[src/hw/rtl/fisa_pkg.sv]
`timescale 1ns / 1ps

package fisa_pkg;

    // field widths
    localparam int FUNC_W     = 2;
    localparam int IDX_W      = 10;
    localparam int ADDR_W     = 26;
    localparam int STATUS_W   = 2;
    localparam int CNT_W      = 11;
    localparam int BYTES_W    = 16;
    localparam int CFG_IDX_W  = 1;
    localparam int CFG_DATA_W = 16;

    // request function codes
    localparam logic [FUNC_W-1:0] FUNC_OBTAIN   = 2'd0;
    localparam logic [FUNC_W-1:0] FUNC_RELEASE  = 2'd1;
    localparam logic [FUNC_W-1:0] FUNC_FREE_ALL = 2'd2;
    localparam logic [FUNC_W-1:0] FUNC_ACCESS   = 2'd3;

    // response status codes
    localparam logic [STATUS_W-1:0] ST_OK        = 2'd0;
    localparam logic [STATUS_W-1:0] ST_EXHAUSTED = 2'd1;
    localparam logic [STATUS_W-1:0] ST_UNDERFLOW = 2'd2;
    localparam logic [STATUS_W-1:0] ST_INVALID   = 2'd3;

    // configuration register indexes
    localparam logic [CFG_IDX_W-1:0] REG_POOL_SIZE  = 1'd0;
    localparam logic [CFG_IDX_W-1:0] REG_SLOT_BYTES = 1'd1;

    // configuration reset values
    localparam logic [CNT_W-1:0]   POOL_SIZE_RESET  = 11'd1024;
    localparam logic [BYTES_W-1:0] SLOT_BYTES_RESET = 16'd64;

    typedef struct packed {
        logic [FUNC_W-1:0] func;
        logic [IDX_W-1:0]  slot_index;
    } req_t;

    typedef struct packed {
        logic [IDX_W-1:0]    granted_index;
        logic [ADDR_W-1:0]   slot_address;
        logic [STATUS_W-1:0] status;
        logic [CNT_W-1:0]    in_use_count;
    } rsp_t;

    // controller to datapath
    typedef struct packed {
        logic capture;
        logic decide;
        logic fill_step;
        logic load;
    } cmd_t;

    // datapath to controller
    typedef struct packed {
        logic free_all;
        logic fill_done;
        logic out_free;
    } sts_t;

endpackage

[src/hw/rtl/fisa_ctrl.sv]
`timescale 1ns / 1ps

module fisa_ctrl (
    input  logic           clk,
    input  logic           rst_n,
    input  logic           req_valid,
    output logic           req_stall,
    output fisa_pkg::cmd_t cmd,
    input  fisa_pkg::sts_t sts
);

    localparam logic [2:0] S_INIT = 3'd0;
    localparam logic [2:0] S_IDLE = 3'd1;
    localparam logic [2:0] S_LOOK = 3'd2;
    localparam logic [2:0] S_FILL = 3'd3;
    localparam logic [2:0] S_LOAD = 3'd4;

    logic [2:0] state_reg, state_next;

    // next state
    always_comb
    begin
        state_next = state_reg;
        case (state_reg)
            S_INIT:
            begin
                if (sts.fill_done)
                begin
                    state_next = S_IDLE;
                end
            end
            S_IDLE:
            begin
                if (req_valid)
                begin
                    state_next = S_LOOK;
                end
            end
            S_LOOK:
            begin
                state_next = sts.free_all ? S_FILL : S_LOAD;
            end
            S_FILL:
            begin
                if (sts.fill_done)
                begin
                    state_next = S_LOAD;
                end
            end
            S_LOAD:
            begin
                if (sts.out_free)
                begin
                    state_next = S_IDLE;
                end
            end
            default:
            begin
                state_next = S_IDLE;
            end
        endcase
    end

    always_ff @(posedge clk or negedge rst_n)
    begin
        if (!rst_n)
        begin
            state_reg <= S_INIT;
        end
        else
        begin
            state_reg <= state_next;
        end
    end

    // commands
    assign req_stall     = state_reg != S_IDLE;
    assign cmd.capture   = (state_reg == S_IDLE) && req_valid;
    assign cmd.decide    = state_reg == S_LOOK;
    assign cmd.fill_step = (state_reg == S_INIT) || (state_reg == S_FILL);
    assign cmd.load      = (state_reg == S_LOAD) && sts.out_free;

    // lookup always follows an accepted request
    a_look_after_idle: assert property (@(posedge clk) disable iff (!rst_n)
        (state_reg == S_LOOK) |-> ($past(state_reg) == S_IDLE))
        else $error("lookup without accepted request");

    // refill sweep runs to its end
    a_fill_holds: assert property (@(posedge clk) disable iff (!rst_n)
        (state_reg == S_FILL && !sts.fill_done) |=> (state_reg == S_FILL))
        else $error("refill left early");

    // at most one command at a time
    a_one_cmd: assert property (@(posedge clk) disable iff (!rst_n)
        $onehot0({cmd.capture, cmd.decide, cmd.fill_step, cmd.load}))
        else $error("overlapping commands");

endmodule

[config.mk]
export PLATFORM = sky130hd
export DESIGN_NAME = fisa_ctrl
export DESIGN_NICKNAME = d
export VERILOG_FILES = /design/src/hw/rtl/fisa_pkg.sv /design/src/hw/rtl/fisa_ctrl.sv
export SDC_FILE = /design/constraint.sdc
export NUM_CORES = 1
export LEC_CHECK = 0
export BUFFER_PORTS_ARGS = -buffer_cell sky130_fd_sc_hd__buf_2
export CORE_AREA = 2 2 39 41
export CTS_BUF_LIST = sky130_fd_sc_hd__clkbuf_4 sky130_fd_sc_hd__clkbuf_8 sky130_fd_sc_hd__clkbuf_16
export DETAILED_ROUTE_END_ITERATION = 7
export DIE_AREA = 0 0 41 43
export GPL_TIMING_DRIVEN = 0
export SKIP_LAST_GASP = 1
export SLEW_MARGIN = 20
export SYNTH_ARGS = -nofsm -noshare
export SYNTH_HDL_FRONTEND = slang
export SYNTH_SLANG_ARGS = --single-unit
[constraint.sdc]
create_clock -name clk -period 1.6 [get_ports clk]
set_clock_uncertainty 0.2 [all_clocks]
set_input_delay 0.16 -clock clk [delete_from_list [all_inputs] [get_ports clk]]
set_output_delay 0.16 -clock clk [all_outputs]
set_load 0.02 [all_outputs]
# Word-level counts from Yosys, hierarchy flattened
# Index checks and enable logic that the tools add are counted.
# word_totals
register_bits	3
latchBits	0
mem_bits_rw	0
rom_bits	0
input_bits	6
out_inout_bits	5
word_cells	21
memories	0
# op_classes
add_sub_neg	0
mul	0
n_div	0
magnitude_cmp	0
n_eq_ne	9
shifts	0
mux	6
bitwise	0
reduce_logical	5
# op_table
cell	n
$mux W3	5
$pmux W3 S5	1
$ne A2 B2 Y1 const B	4
$eq A3 B2 Y1 const B	2
$reduce_and A4 Y1	1
$eq A3 B1 Y1 const B	1
$eq A3 B3 Y1 const B	1
$logic_not A3 Y1	1
$ne A3 B1 Y1 const B	1
$logic_and A1 B1 Y1	2
$logic_or A1 B1 Y1	1

# Longest topological paths before layout
# depth
ltp_word	3
mapped_depth	5
depth_no_buf	4

# Worst setup path before layout
# Ideal clock, no wire load.
# synth_path
path_type	reg2out
start	reg state_reg[1]
end	out cmd[3] (netlist bit)
arrival_ns	1.132
required_time_ns	1.240
path_slack_ns	0.108
stages_incl_launch_ff	4
n_path_buf	1
cell_sequence	dfrtp_1 > buf_2 > or3_4 > nor2_2
# synth_lines
item	line	rtl
start, declared	fisa_ctrl.sv:18	logic [2:0] state_reg, state_next;
start signal, assigned	fisa_ctrl.sv:72	state_reg <= state_next;
end, declared	fisa_ctrl.sv:8	output fisa_pkg::cmd_t cmd,

==> flow_metrics.env <==
export IMPL_core_area_um2=1380
export IMPL_synth_top_area_frac=0.314
export IMPL_synth_area_leaders="dfrtp_1 31%, nor2_1 9.4%, mux2i_1 8.4%, nand2b_1 7.9%, a21oi_1 6.3%"
export IMPL_cap_viol_max_count=0
export IMPL_endpoint_kind="primary output"
export IMPL_fin_area_um2=415
export IMPL_path_cells="inv_4 -> or3_4 -> nor2_4 -> buf_6"
export IMPL_synthDistinctLibCells=18
export IMPL_holdCritPathClass="input pin to async pin"
export IMPL_critPathRequiredTime_ps=1240
export IMPL_worstMarginPinSlew_ps=210
export IMPL_synth_avg_cell_area_um2=7.97
export IMPL_cp_top_family="simple AND/OR/NAND/NOR gates"
export IMPL_p_leak_nw=0.196
export IMPL_slew_violations=0
export IMPL_dpl_cell_area_um2=309
export IMPL_grt_setup_unrepaired="true"
export IMPL_syn_to_final_growth_pct=73.8
export IMPL_numPortBuffers=10
export IMPL_ant_nets=0
export IMPL_path_buf_inv=2
export IMPL_start_util=0.173
export IMPL_maxSlewHeadroom=0.859
export IMPL_p_per_area_nw_per_um2=2190
export IMPL_largest_register_ffs=3
export IMPL_cellInternalPower_uw=524
export IMPL_clk_transition_reported_paths_ps=40
export IMPL_globalRoute_totalOverflow=0
export IMPL_cts_tree="done"
export IMPL_setup_viol=1
export IMPL_final_nets=54
export IMPL_mostFrequentLayoutCell="buf_2"
export IMPL_syn_nets=36
export IMPL_holdWs_ps=50.0
export IMPL_irDropWorstVdd_mv=0.443
export IMPL_timing_final_crit_share=1.02
export IMPL_clockRootBuffer="clkbuf_4"
export IMPL_io_pins=11
export IMPL_r2r_start="state_reg[1]$_DFFE_PN0P_"
export IMPL_period_needed_ps=1640
export IMPL_report_final_hold_viol_count=0
export IMPL_run_status="finished with violations"
export IMPL_first_pass_iters=2
export IMPL_syn_area_um2=239
export IMPL_cts_made_buffers=3
export IMPL_drt_initial_drc_count=3
export IMPL_drcViolationCount=0
export IMPL_grt_pass1_wl_um=952
export IMPL_dp_hpwl_um=390
export IMPL_cp_data_arrival_time_ps=1280
export IMPL_yosysSeqAreaShare=0.314
export IMPL_gp_congestion=0.795
export IMPL_wl_per_cell_um=9.63
export IMPL_startpoint="state_reg[0]$_DFFE_PN0P_"
export IMPL_critical_path_class="flip-flop to primary output"
export IMPL_clk_path_buf_depth=2
export IMPL_vias=271
export IMPL_antenna_found_initial=0
export IMPL_die_area_um2=1760
export IMPL_std_cell_rows=14
export IMPL_clk_latency_ps=240
export IMPL_ys_warn_count=0
export IMPL_clock_fmax_mhz=610
export IMPL_clock_power_share=0.173
export IMPL_die_h_um=43
export IMPL_n_antenna_cell=0
export IMPL_grt_pass1_vias=251
export IMPL_sw_frac_of_total=0.424
export IMPL_start_kind="flip-flop"
export IMPL_finalWirelength_um=607
export IMPL_ys_ff_latch=3
export IMPL_grt_max_degree=9
export IMPL_worst_slack_ps=-38.4
export IMPL_comb_power_share=0.643
export IMPL_final_cell_mix="7 x buf_2, 5 x nor2_1, 4 x clkbuf_4"
export IMPL_seq_power_share=0.184
export IMPL_vias_per_cell=4.30
export IMPL_stdcell_count=63
export IMPL_crit_path_top_delay_cell="dfrtp_2"
export IMPL_cp_max_fo=3
export IMPL_grt_total_usage=0.0864
export IMPL_synth_cells=30
export IMPL_die_width_um=41
export IMPL_cts_sink_count=3
export IMPL_placed_cells=56
export IMPL_yosysTopAreaCell="dfrtp_1"
export IMPL_drive_above_1_share=0.553
export IMPL_max_stage_delay_ps=410
export IMPL_violations="setup timing"
export IMPL_p_switching_uw=385
export IMPL_htree_levels=1
-- logic make-up (layout without fill, tap and decap cells) --
kind of cell    count (synthesis)  in the layout  share of synthesized area
compound gates                  5              5                      0.115
xor+xnor                        1              1                     0.0367
buf+inv                         4             21                      0.110
flops                           3              3                      0.314
mux                             2              2                     0.0838
simple gates                   15             15                      0.340
-- cell type report --
class                      instances  area, um2
clock buffer                       4       30.0
fill                             151        968
inverter                           2       10.0
multi-input combinational         23        155
sequential                         3       78.8
tap                               16       20.0
timing repair buffer              15        121
-- metal layers --
metal | global-route usage | up-vias | part of all wire | routed length, um
met5 | 0 | - | 0 | 0
met4 | 0.100 | 0 | 0.036 | 22
met3 | 0.0157 | 2 | 0.059 | 36
met2 | 0.109 | 10 | 0.47 | 288
met1 | 0.106 | 126 | 0.43 | 261
li1 | - | 133 | - | -
-- what timing repair did --
| item | 4_1_cts | 5_1_grt |
|---|---|---|
| resized for setup | 2 | 11 |
| buffers inserted | 3 | 1 |
| endpoints found under the setup margin | 2 | 5 |
| hold buffers | 1 | 0 |
| pin swaps | 0 | 0 |
| endpoints found under the hold margin | 3 | 0 |
-- synth_stat cells --
cell and instances:
a21oi_1 3, nand2b_1 3, buf_2 1, xor2_1 1, nand2_1 1, dfrtp_1 3, buf_6 1, inv_4 1
or3_4 1, nand3b_1 1, o21ai_0 1, inv_1 1, and3_1 1, nor2_2 1, o211ai_1 1, nor3_1 1
nor2_1 6, mux2i_1 2
-- through the flow --
step	setup slack (ps)	total power, mW	setup TNS (ps)	util
floorplan	108	0.494	0	-
global placement	121	0.593	0	0.223
detailed placement	113	0.600	0	0.223
CTS	-66.5	0.855	-131	0.277
global route	-87.1	0.990	-104	0.300
finish	-38.4	0.910	-38.4	0.300
-- worst paths after layout --
| kind | endpoint | slack (ps) | cells after the start |
|---|---|---|---|
| max | cmd[3] | -40 | 4 |
| min | state_reg[2]$_DFFE_PN0P_ | 50 | 2 |
| max reg2reg | state_reg[0]$_DFFE_PN0P_ | 150 | 6 |
| min reg2reg | state_reg[1]$_DFFE_PN0P_ | 330 | 1 |
| max in group asynchronous | state_reg[0]$_DFFE_PN0P_ | 1030 | 2 |
| min in group clk | state_reg[2]$_DFFE_PN0P_ | 50 | 3 |
-- power by group through the flow --
| stage | logic (mW) | clock network, mW | registers [mW] |
|---|---|---|---|
| after global placement | 0.454 | 0 | 0.138 |
| after floorplan | 0.362 | 0 | 0.132 |
| final | 0.585 | 0.157 | 0.167 |
| after CTS | 0.548 | 0.164 | 0.144 |
| after detailed placement | 0.462 | 0 | 0.138 |
| after global routing | 0.648 | 0.168 | 0.175 |
(Power assumes the default switching activity.)
